`src/design/fvn_pkg.sv`:
```
// Package for the fractal value noise height unit.
// Holds hash constants, coordinate types, register indexes and the small
// arithmetic helpers used by the octave cells, plus the shaping constants.
`default_nettype none
package fvn_pkg;

	typedef logic signed [47:0] coord_t;
	typedef logic [23:0] noise_t;

	typedef enum logic [1:0] {
		REG_SEED         = 2'd0,
		REG_INV_SIZE     = 2'd1,
		REG_HEIGHT_SCALE = 2'd2
	} reg_index_t;

	localparam logic [31:0] HASH_MUL_X    = 32'd374761393;
	localparam logic [31:0] HASH_MUL_Z    = 32'd668265263;
	localparam logic [31:0] HASH_MUL_SEED = 32'd1442695041;
	localparam logic [31:0] HASH_MUL_MIX  = 32'd1274126177;
	localparam logic [31:0] DETAIL_SEED_XOR = 32'h9e3779b9;
	localparam logic [31:0] OCT_SEED_STEP   = 32'd1013;
	localparam logic [31:0] BIOME_SEED_ADD  = 32'd12345;

	localparam logic [31:0] SEED_RESET   = 32'd12648430;
	localparam logic [31:0] INV_RESET    = 32'd23860929;
	localparam logic [15:0] SCALE_RESET  = 16'd2304;

	localparam coord_t BROAD_X_OFS  = 48'sd1310720;
	localparam coord_t BROAD_Z_OFS  = -48'sd1114112;
	localparam coord_t DETAIL_X_OFS = -48'sd458752;
	localparam coord_t DETAIL_Z_OFS = 48'sd720896;

	localparam logic [39:0] BROAD_WEIGHT  = 40'd53740;
	localparam logic [39:0] DETAIL_WEIGHT = 40'd11796;
	localparam logic [31:0] EDGE_START    = 32'd27525;
	localparam logic [48:0] EDGE_SLOPE    = 49'd112993;
	localparam logic [32:0] FLAT_MAX      = 33'd65536;
	localparam logic [31:0] FLAT_DEPTH    = 32'd22938;
	localparam logic [16:0] UNIT_Q16      = 17'd65536;
	localparam logic [31:0] DROP_Q16      = 32'd27525;

	function automatic logic [24:0] smooth24(input logic [31:0] ff, input logic [15:0] f);
		logic [17:0] t;
		logic [49:0] p;
		t = 18'd196608 - {1'b0, f, 1'b0};
		p = 50'(ff) * 50'(t);
		return p[48:24];
	endfunction

	function automatic logic [31:0] hash_pre(input logic [31:0] p);
		return p ^ (p >> 13);
	endfunction

	function automatic noise_t hash_fin(input logic [31:0] m);
		logic [31:0] t;
		t = m ^ (m >> 16);
		return t[23:0];
	endfunction

	function automatic noise_t lerp24(input noise_t a, input noise_t b, input logic [24:0] s);
		logic signed [24:0] d;
		logic signed [25:0] sv;
		logic signed [51:0] p;
		logic signed [26:0] r;
		d = $signed({1'b0, b}) - $signed({1'b0, a});
		sv = $signed({1'b0, s});
		p = d * sv;
		r = $signed({3'b0, a}) + p[50:24];
		return r[23:0];
	endfunction

endpackage
`default_nettype wire

```
`src/design/fvn_shape.sv`:
```
// Height shaping: mixes the two fractal noises, applies the scale, the edge
// flattening factor and the downward offset, and picks the biome quarter.
// Uses fvn_pkg.
`default_nettype none
module fvn_shape import fvn_pkg::*; (
	input  logic               clk,
	input  logic               en,
	input  noise_t             broad,
	input  noise_t             detail,
	input  noise_t             bio,
	input  logic [15:0]        height_scale,
	input  logic [16:0]        factor,
	output logic signed [23:0] height,
	output logic [1:0]         biome_class
);

	logic [39:0] mix_sum;
	logic [23:0] mix_s1;
	logic [39:0] hraw_s2;
	logic [56:0] hprod;
	logic [40:0] h2_s3;
	logic [38:0] off_q;
	logic signed [41:0] h3;
	logic signed [23:0] height_s4;
	logic [1:0] bc_s1, bc_s2, bc_s3, bc_s4;

	assign mix_sum = 40'(broad) * BROAD_WEIGHT + 40'(detail) * DETAIL_WEIGHT;
	assign hprod   = 57'(hraw_s2) * 57'(factor);
	assign h3      = $signed({1'b0, h2_s3}) - $signed({3'b0, off_q});

	always_ff @(posedge clk) begin
		off_q <= {31'(32'(height_scale) * DROP_Q16), 8'd0};
		if (en) begin
			mix_s1    <= mix_sum[39:16];
			bc_s1     <= bio[23:22];
			hraw_s2   <= 40'(mix_s1) * 40'(height_scale);
			bc_s2     <= bc_s1;
			h2_s3     <= hprod[56:16];
			bc_s3     <= bc_s2;
			height_s4 <= {{6{h3[41]}}, h3[41:24]};
			bc_s4     <= bc_s3;
		end
	end

	assign height      = height_s4;
	assign biome_class = bc_s4;

endmodule
`default_nettype wire

```
`config.mk`:
```
export PLATFORM = sky130hd
export DESIGN_NAME = fvn_shape
export DESIGN_NICKNAME = d
export VERILOG_FILES = /design/src/design/fvn_pkg.sv /design/src/design/fvn_shape.sv
export SDC_FILE = /design/constraint.sdc
export NUM_CORES = 2
export LEC_CHECK = 0
export BUFFER_PORTS_ARGS = -buffer_cell sky130_fd_sc_hd__buf_2
export CELL_PAD_IN_SITES_DETAIL_PLACEMENT = 1
export CELL_PAD_IN_SITES_GLOBAL_PLACEMENT = 1
export CORE_ASPECT_RATIO = 2
export CORE_MARGIN = 4
export CORE_UTILIZATION = 40
export DETAILED_ROUTE_END_ITERATION = 12
export GPL_TIMING_DRIVEN = 0
export PLACE_DENSITY_LB_ADDON = 0.1
export SLEW_MARGIN = 25
export SYNTH_ARGS = -nofsm -noshare
export SYNTH_HDL_FRONTEND = slang
export SYNTH_SLANG_ARGS = --single-unit
```
`constraint.sdc`:
```
create_clock -name clk -period 14.6 [get_ports clk]
set_input_delay 3.65 -clock clk [delete_from_list [all_inputs] [get_ports clk]]
set_output_delay 3.65 -clock clk [all_outputs]
set_load 0.005 [all_outputs]
```
==> run summary <==
Yosys reg bits - 154
Routed wire length - 184000 µm
Largest net degree at the start of global routing - 80
RSZ-0062 raised after global routing - false
Layout area overhead - 6.12%
Final setup vio count - 0
Yosys top cell by area - fa_1
FF-to-FF setup slack - 5610 ps
Placer Congestion - 0.912
Antenna-violating nets left - 0
WL/cell - 24.3 µm
Area contributors post-synth - fa_1 43%, ha_1 16%, inv_1 9.9%, edfxtp_1 6.9%, nand2_1 6.1%
I/O Pins - 133
Hold crit path type - flop to flop
Final period util - 80.5%
H-tree Lvls - 4
FP Rows - 189
Worst Path Required - 14870 ps
Commonest cells post-synth - 1409 x inv_1, 1136 x fa_1, 871 x nand2_1, 688 x ha_1, 281 x and2_1
Total grt overflow - 0
Final setup TNS - 0 ps
Seq/Total Area, Yosys - 8.07%
CP top delay family - adder cells
Vias in the first global route - 46.9k
Die Span X - 267 µm
Critical path class - input pin to flop
EDFF count, synth - 123
Run status - finished clean
Hold endpoint - bc_s2[1]
R2R Path End - h2_s3[38]
Post-synth ARST share - 0%
CP max stage delay - 800 ps
Fin. max-slew vios - 0
Vias per Instance - 5.18
CTS Root Cell - clkbuf_16
Worst-case reg-to-reg path depth - 25
Worst Hold Depth - 0
Worst Min Path Start - bc_s1[1]
Total die area - 140000 µm²
Die H - 525 µm
Post-synth top area share - 42.5%
DRC - 0
DR vias - 39.4k
CTS buffer count - 17
Unique masters post-synth - 71
F_max - 85.1 MHz
Initial antenna violation count - 11
Startpoint Class - input pin
Syn Std Cell Area - 53500 µm²
Synth warn - 0
Tightest Pin Transition - 1160 ps
Syn_nets - 7676
Final hold violation count - 0
Worst-path maximum fanout - 5
DRT Pass-1 Iters - 5
Min Clock Period, post-route - 11750 ps
Clock-pin transition on the worst setup and hold timing paths - 80 ps
Skew final - 19.4 ps
Initial Util - 40.3%
Initial DRC Count - 1310
Clock Path Buffers - 2
TritonCTS clock tree - yes
First-pass GRT wire length - 278000 µm
CP Capture Type - flop
CP arrival - 12030 ps
Fillers - 15.4k
Clock latency at the later pin of the worst-skew pair - 520 ps
Post-synthesis average cell area - 9.31 µm²
Synth Flop Type - edfxtp_1
PortBufs - 94
Core area - 133000 µm²
Crit-path slowest cell - a2111oi_1
Most frequent cell after synthesis - inv_1
Nets - 7791
Layout Utilization - 42.8%
Layout cells sized above 1 - 2.89%
Post-CTS sizing - 0
Area of the multi-input gates - 43000 µm²
Critical path buffers and inverters - 5
Clk sinks - 154
DP HPWL - 165000 µm
Register area - 4310 µm²
MaxCap Viol Count - 0
Total Routing Usage GR - 26.9%
Synth Instances - 5745
Setup Buffers After CTS - 0
Hold buffers post-CTS - 0
Worst R2R Start - hraw_s2[12]
Worst slew margin - 22.5%
worst reg2reg max path, delay by kind of cell, from the launching register on:
| kind | cells | cell delay [ps] |
|---|---|---|
| flip-flops | 1 | 320 |
| adder cells (fa/ha/maj) | 7 | 3510 |
| buffers and inverters | 7 | 1580 |
| AO/OA/AOI/OAI | 6 | 2360 |
| AND/OR/NAND/NOR | 5 | 1060 |
layout make-up:
type / instances / share of cell area (%)
antenna: 10 / 0.0441
buffer: 214 / 1.46
clock buffer: 19 / 0.801
clock inverter: 13 / 0.212
inverter: 1409 / 9.32
multi-input combinational: 3968 / 75.9
sequential: 154 / 7.60
tap: 1719 / 3.79
timing repair buffer: 96 / 0.909
through the flow:
step / instance area [µm²] / hold slack (ps) / cells / setup WS (ps)
finish: 56700 / 429 / 7602 / 2850
global route: 56700 / 440 / 7594 / 2630
CTS: 56700 / 430 / 7592 / 2910
detailed placement: 56100 / 410 / 7560 / 2350
global placement: 56100 / 402 / 7558 / 2410
floorplan: 53500 / 400 / 5745 / 4090
layer usage:
metal / part of all wire, % / vias to the layer above / global-route usage (%)
li1: - / 17631 / -
met1: 29 / 20525 / 22.3
met2: 59 / 757 / 55.6
met3: 2.6 / 482 / 2.85
met4: 9.7 / 8 / 20.4
met5: 0.022 / - / 0
cell usage in the layout, fill, tap and decap left out, types with 9 or more instances in the layout:
| cell | netlist | final |
|---|---|---|
| nand3_1 | 40 | 40 |
| nor3_1 | 28 | 28 |
| a21oi_1 | 159 | 159 |
| diode_2 | 0 | 10 |
| nand4_1 | 22 | 22 |
| a211oi_1 | 16 | 16 |
| edfxtp_1 | 123 | 123 |
| nand2b_1 | 19 | 19 |
| clkbuf_16 | 0 | 18 |
| nand2_1 | 871 | 871 |
| and2_1 | 281 | 281 |
| clkbuf_1 | 205 | 203 |
| o21a_1 | 17 | 17 |
| o31ai_1 | 9 | 9 |
| nor2_1 | 86 | 86 |
| dfxtp_1 | 31 | 31 |
| nor2b_1 | 19 | 19 |
| o21bai_1 | 25 | 25 |
| ha_1 | 688 | 688 |
| o211ai_1 | 13 | 13 |
| xor2_1 | 57 | 57 |
| fa_1 | 1136 | 1136 |
| a21o_1 | 116 | 116 |
| buf_2 | 0 | 94 |
| and3_1 | 14 | 14 |
| o21ai_0 | 70 | 70 |
| xnor2_1 | 140 | 140 |
| inv_1 | 1409 | 1409 |
| a31oi_1 | 19 | 19 |
how the worst max path moves through the flow:
stage,end,cells past startpoint,from,slack (ps)
global placement,mix_s1[23],31,broad[9],2410
global route,mix_s1[20],30,broad[9],2630
detailed placement,mix_s1[20],30,broad[9],2350
CTS,mix_s1[23],31,broad[9],2910
finish,mix_s1[23],31,broad[9],2850
floorplan,mix_s1[20],29,broad[1],4090
flip-flops by register name, summed over array words and instances (netlist names):
| name | count |
|---|---|
| mix_s1 | 24 |
| bc_s3 | 2 |
| off_q | 31 |
| height | 18 |
| bc_s2 | 2 |
| bc_s1 | 2 |
| h2_s3 | 33 |
| hraw_s2 | 40 |
| biome_class | 2 |
logic make-up (layout without fill, tap and decap cells):
logic type | count (synthesis) | after routing | share of synthesized area (%)
DFF | 154 | 154 | 8.07
other | 0 | 10 | 0
adders and majority gates | 1824 | 1824 | 58.6
xor gates and xnor gates | 197 | 197 | 3.23
buffers and inverters | 1623 | 1751 | 11.4
muxes | 3 | 3 | 0.0562
AOI/OAI and AO/OA | 528 | 528 | 6.57
and+or+nand+nor | 1416 | 1416 | 12.0
Power is left out: the tool's default activity adds up to more than one toggle a clock period on the data nets, which glitch-free logic cannot reach.
