**src/design/fvn_delay.sv**
```systemverilog
// Enabled delay line of fixed depth that keeps side data in step with the
// noise pipeline. No dependencies.
`default_nettype none
module fvn_delay #(
	parameter int WIDTH = 17,
	parameter int DEPTH = 27
) (
	input  logic             clk,
	input  logic             en,
	input  logic [WIDTH-1:0] data,
	output logic [WIDTH-1:0] delayed
);

	logic [WIDTH-1:0] line_q [DEPTH];

	always_ff @(posedge clk) begin
		if (en) begin
			line_q[0] <= data;
			for (int i = 1; i < DEPTH; i++) begin
				line_q[i] <= line_q[i-1];
			end
		end
	end

	assign delayed = line_q[DEPTH-1];

endmodule
`default_nettype wire

```
**config.mk**
```make
export PLATFORM = sky130hd
export DESIGN_NAME = fvn_delay
export DESIGN_NICKNAME = d
export VERILOG_FILES = /design/src/design/fvn_delay.sv
export SDC_FILE = /design/constraint.sdc
export NUM_CORES = 1
export LEC_CHECK = 0
export BUFFER_PORTS_ARGS = -buffer_cell sky130_fd_sc_hd__buf_4
export CORE_AREA = 2 2 118 206
export CTS_CLUSTER_SIZE = 20
export DETAILED_ROUTE_END_ITERATION = 10
export DIE_AREA = 0 0 120 208
export PLACE_DENSITY = 0.76
export SYNTH_ARGS = -nofsm -noshare
export SYNTH_HDL_FRONTEND = slang
export SYNTH_SLANG_ARGS = --single-unit
```
**constraint.sdc**
```tcl
create_clock -name clk -period 0.8 [get_ports clk]
set_input_delay 0.04 -clock clk [delete_from_list [all_inputs] [get_ports clk]]
set_output_delay 0.04 -clock clk [all_outputs]
set_load 0.1 [all_outputs]
```
==> flow_summary.yaml, run 1 <==
route:
  post-route-drc-count: 0
  drt-initial-drc-count: 325
  drtPass1Iterations: 4
  wl_mm: 15.6
  vias: 4483
  wl_per_cell_um: 17.3
  via_per_inst: 4.98
  ant_nets: 0
die:
  coreArea_mm2: 0.0232
  num_rows: 74
  initial_core_util_pct: 59.3
  dieWidth_um: 120
  die-height_um: 208
  die_area_mm2: 0.0250
  io_pins: 36
sta:
  tightest_slew_ps: 336
  rsz0062_at_grt: "true"
  finalSetupViolations: 17
  min_period_over_period_pct: 152
  slew_viol_final: 0
  fin_skew_ps: 13.6
  fmax_mhz: 822
  period_needed_ps: 1220
  timing.final.ws_setup_ps: -417
  slew_headroom_pct: 77.6
  hold_viol: 0
yosys:
  synth_cell_type_count: 1
  ys.flop_type: "edfxtp_1"
  synthArstFlopShare_pct: 0
  synth_top_cell_by_area: "edfxtp_1"
  syn_inst: 459
  synth_edf_count: 459
  seq_area_frac_synth_pct: 100
  synth_seq_cells: 459
  synth_common_cells: "459 x edfxtp_1"
  synth_warnings: 0
  syn_avg_cell_area_um2: 30.0
  synth_area_leaders: "edfxtp_1 100%"
  syn_area_mm2: 0.0138
  yosysMostFrequentCell: "edfxtp_1"
  synthesis.nets: 478
  yosysTopAreaCellShare_pct: 100
placement:
  gp_congestion: 0.644
  dpl_worst_slack_ps: -196
  port_buffers: 35
  placed_cell_area_mm2: 0.0146
  dp_hpwl_mm: 7.14
layout:
  area_delta_synth_final_pct: 16.7
  antennaDiodeCount: 0
  multiInputGateArea_um2: 0
  regMostFlops: "line_q"
  multi_input_comb_cells: 0
  drive_gt1_share_pct: 17.6
  largest_register_ffs: 459
  n_fill_cell: 1345
  layout.nets: 587
  design_area_mm2: 0.0161
  largest_registers: "line_q: 459 flops"
clock_network:
  cts_made_buffers: 38
  insertion_delay_ps: 520
  cts.htree.levels: 2
  cts_tree: "done"
  clk_pin_slew_ps: 60
  clock-sinks: 459
  cts_setup_buffers: 0
  clock-root-buffer: "clkbuf_16"
  cts_buffer_depth: 3
grt:
  antenna_found_initial: 0
  grt_pass1_wl_mm: 25.0
  track_usage_pct: 13.0
  grt_overflow_total: 0
  grt_pass1_vias: 4561
  grt_max_degree: 71
outcome:
  violations: "setup timing"
  status: "finished, violations left"
worst_setup_path:
  worstReg2RegStart: "line_q[4][4]"
  cpLargestDelayFamily: "flip-flops"
  crit_path_max_incr_delay_ps: 450
  crit_type: "flip-flop to primary output"
  cp.arrival_ps: 1180
  startpoint_type: "flip-flop"
  critPathRequiredTime_ps: 760
  cp-startpoint: "line_q[26][15]"
  worstPathMaxFanout: 1
  path_cells: "buf_6"
  critPathCaptureType: "primary output"
  slowest_stage: "edfxtp_1"
  critPathBufInv: 1
pwr:
  clock_power_share_pct: 38.1
  seq_power_share_pct: 59.6
  total_switching_power_mw: 9.00
  p_leak_nw: 5.45
  intPower_mw: 38.7
  combPwrFrac_pct: 2.3
  power_switching_share_pct: 18.9
  cellPowerDensity_mw_per_mm2: 2960
  report.power.total_mw: 47.6
  vdd_ir_drop_max_mv: 1.42
job:
  cap_violations: 0
worst_hold_path:
  hp-start: "en"
  hold_path_class: "input port to flip-flop"
[what timing repair did]
item	CTS	global route
endpoints found under the setup margin	17	17
hold endpoints to repair	17	0
resized for setup	17	0
hold buffers	17	0
[final timing paths]
check,end,slack (ps),cells past startpoint
worst min register to register,line_q[17][3],410,0
worst min-delay path,line_q[0][15],60,2
worst max-delay path,delayed[15],-420,1
worst max register to register,line_q[5][4],120,0
[routing by layer]
| layer | wire length [um] | share of wire (%) | GRT usage (%) | vias up |
|---|---|---|---|---|
| li1 | - | - | - | 2099 |
| met1 | 7150 | 46 | 19.4 | 2275 |
| met2 | 7370 | 47 | 18.9 | 78 |
| met3 | 560 | 3.6 | 2.82 | 31 |
| met4 | 476 | 3.1 | 5.76 | 0 |
| met5 | 0 | 0 | 0 | - |
[cell usage in the layout, fill, tap and decap left out, drive strengths merged]
master,netlist,layout
edfxtp,459,459
buf,0,52
clkbuf,0,48
dlygate4sd3,0,17
clkinv,0,13
bufinv,0,3
clkinvlp,0,2
inv,0,2
[power by group through the flow]
stage / Sequential (mW) / Clock, mW / Combinational [mW]
6_report: 28.4 / 18.2 / 1.08
5_1_grt: 28.5 / 19.6 / 1.16
4_1_cts: 28.5 / 18.8 / 1.09
3_5_place_dp: 28.9 / 0 / 1.01
3_3_place_gp: 28.8 / 0 / 0.947
2_1_floorplan: 29.1 / 0 / 0
[final cells by class]
| cell class | count | area [um^2] | area share, % |
|---|---|---|---|
| timing repair buffer | 69 | 682 | 4.24 |
| clock inverter | 20 | 184 | 1.14 |
| tap | 304 | 380 | 2.37 |
| sequential | 459 | 13800 | 85.7 |
| clock buffer | 48 | 1050 | 6.54 |
[per-stage QoR]
| step | setup TNS (ps) | cells | utilization (%) | hold WS [ps] |
|---|---|---|---|---|
| global route | -6580 | 900 | 69.2 | 42.4 |
| detailed placement | -62090 | 815 | 62.9 | 219 |
| CTS | -6410 | 900 | 69.2 | 42.9 |
| floorplan | -2450 | 459 | - | 139 |
| global placement | -44540 | 815 | 62.9 | 218 |
| finish | -5890 | 900 | 69.2 | 59.0 |
[kinds of logic (layout without fill, tap and decap cells)]
logic type  after synthesis  after routing  share of synthesized area, %
flops                   459            459                           100
buf+inv                   0            137                             0
Power figures use the tool's default switching activity.
==> run 2, diff against run 1 <==
--- a/config.mk
+++ b/config.mk
@@ -5,11 +5,12 @@
 export SDC_FILE = /design/constraint.sdc
 export NUM_CORES = 1
 export LEC_CHECK = 0
+export ABC_AREA = 1
 export BUFFER_PORTS_ARGS = -buffer_cell sky130_fd_sc_hd__buf_4
-export CORE_AREA = 2 2 118 206
+export CORE_AREA = 2 2 132 185
 export CTS_CLUSTER_SIZE = 20
 export DETAILED_ROUTE_END_ITERATION = 10
-export DIE_AREA = 0 0 120 208
+export DIE_AREA = 0 0 134 187
 export PLACE_DENSITY = 0.76
 export SYNTH_ARGS = -nofsm -noshare
 export SYNTH_HDL_FRONTEND = slang
==> run 2 against run 1 <==
- the flow still finishes with violations (setup timing)
- global-route usage up 0.27 points
- largest power group unchanged
- register-to-register slack hardly changed
- critical path depth unchanged
- combinational power is 19% higher
- power grew 1.5%
- via count increased by 4.5%
- non-clock buffer count grew 31
- sequential power about the same
- worst setup slack improved by 18 ps
- flip-flop and latch count did not move
- critical path type unchanged
==> flow_summary.yaml, run 2 (same netlist as run 1, synthesis figures left out) <==
layout:
  largest_registers: "line_q: 459 flops"
  layout.nets: 620
  layout_common_cells: "459 x edfxtp_1, 49 x buf_4, 41 x clkbuf_16, 19 x dlygate4sd3_1, 16 x buf_6"
  n_fill_cell: 1327
  regMostFlops: "line_q"
  antennaDiodeCount: 0
  ff_latch_area_mm2: 0.0138
  drive_gt1_share_pct: 21.9
  fin_util_pct: 70.0
  design_area_mm2: 0.0165
  area_delta_synth_final_pct: 19.7
  multi_input_comb_cells: 0
  instances_no_fill: 940
  layout_commonest_cell: "edfxtp_1"
  largest_register_ffs: 459
  multiInputGateArea_um2: 0
sta:
  rsz0062_at_grt: "true"
  period_needed_ps: 1200
  timing.final.ws_setup_ps: -399
  slew_viol_final: 0
  fmax_mhz: 834
  min_period_over_period_pct: 150
  finalSetupViolations: 17
  hold_viol: 0
  fin_hold_ws_ps: 32.0
  final.setup.tns_ps: -5750
  tightest_slew_ps: 423
  slew_headroom_pct: 71.8
  fin_skew_ps: 14.8
placement:
  placed_cell_area_mm2: 0.0149
  gp_congestion: 0.630
  dpl_worst_slack_ps: -72.9
  dp_hpwl_mm: 7.77
  place_inst: 849
  port_buffers: 35
clock_network:
  insertion_delay_ps: 520
  clock-root-buffer: "clkbuf_16"
  cts_buffer_depth: 3
  cts_made_buffers: 40
  cts_tree: "done"
  cts.htree.levels: 2
  clk_pin_slew_ps: 60
  clock-sinks: 459
pwr:
  power_switching_share_pct: 19.0
  seq_power_share_pct: 58.7
  vdd_ir_drop_max_mv: 1.74
  total_switching_power_mw: 9.19
  clock_power_share_pct: 38.6
  combPwrFrac_pct: 2.7
  cellPowerDensity_mw_per_mm2: 2930
  intPower_mw: 39.2
  report.power.total_mw: 48.4
  p_leak_nw: 5.67
worst_setup_path:
  worstPathMaxFanout: 1
  cp.arrival_ps: 1160
  ff2ff_path_depth: 0
  critPathBufInv: 1
  path_depth: 1
  startpoint_type: "flip-flop"
  crit_path_max_incr_delay_ps: 430
  critPathRequiredTime_ps: 760
  slowest_stage: "edfxtp_1"
  critPathCaptureType: "primary output"
  cpLargestDelayFamily: "flip-flops"
  crit_type: "flip-flop to primary output"
  path_cells: "buf_6"
die:
  io_pins: 36
  initial_core_util_pct: 58.5
  dieWidth_um: 134
  coreArea_mm2: 0.0236
  die_area_mm2: 0.0251
  die-height_um: 187
  num_rows: 67
route:
  drtPass1Iterations: 4
  post-route-drc-count: 0
  wl_per_cell_um: 17.0
  via_per_inst: 4.99
  ant_nets: 0
  wl_mm: 16.0
  vias: 4686
  drt-initial-drc-count: 404
outcome:
  status: "finished, violations left"
  violations: "setup timing"
worst_hold_path:
  hold_path_class: "input port to flip-flop"
  min_path_cells: 3
grt:
  grt_max_degree: 65
  antenna_found_initial: 0
  grt_overflow_total: 0
  track_usage_pct: 13.3
  grt_pass1_wl_mm: 25.4
  grt_pass1_vias: 4752
job:
  cap_violations: 0
-- run 2: layout make-up --
cell class            count  area share (%)
Clock buffer             48            6.38
Sequential cell         459            83.6
Tap cell                310            2.35
Clock inverter           23            1.40
Timing Repair Buffer    100            6.31
-- run 2: path summary, 6_finish.rpt --
path / startpoint / to / slack (ps)
setup / recovery: line_q[26][7] / delayed[7] / -400
hold / removal: en / line_q[5][6] / 30
setup reg to reg: line_q[18][0] / line_q[19][0] / 110
hold reg to reg: line_q[25][2] / line_q[26][2] / 410
-- run 2: metal layers --
layer	part of all wire [%]	global-route usage, %	up-vias
met5	0	0	-
met4	3.4	5.85	0
met3	3.5	3.01	42
met2	48	20.1	87
met1	45	18.9	2388
li1	-	-	2169
-- run 2: power by group through the flow --
stage / sequential (mW) / clock (mW) / combinational [mW]
after global placement: 28.8 / 0 / 1.12
after detailed placement: 28.9 / 0 / 1.19
after global routing: 28.5 / 20.1 / 1.37
after CTS: 28.5 / 19.3 / 1.30
final: 28.4 / 18.7 / 1.29
after floorplan: 29.1 / 0 / 0
-- run 2: timing repair --
action | in CTS | in global routing
setup endpoints to repair | 17 | 268
cloned | 0 | 0
hold buffers | 20 | 0
resized for setup | 17 | 3
buffers inserted | 0 | 0
endpoints found under the hold margin | 30 | 0
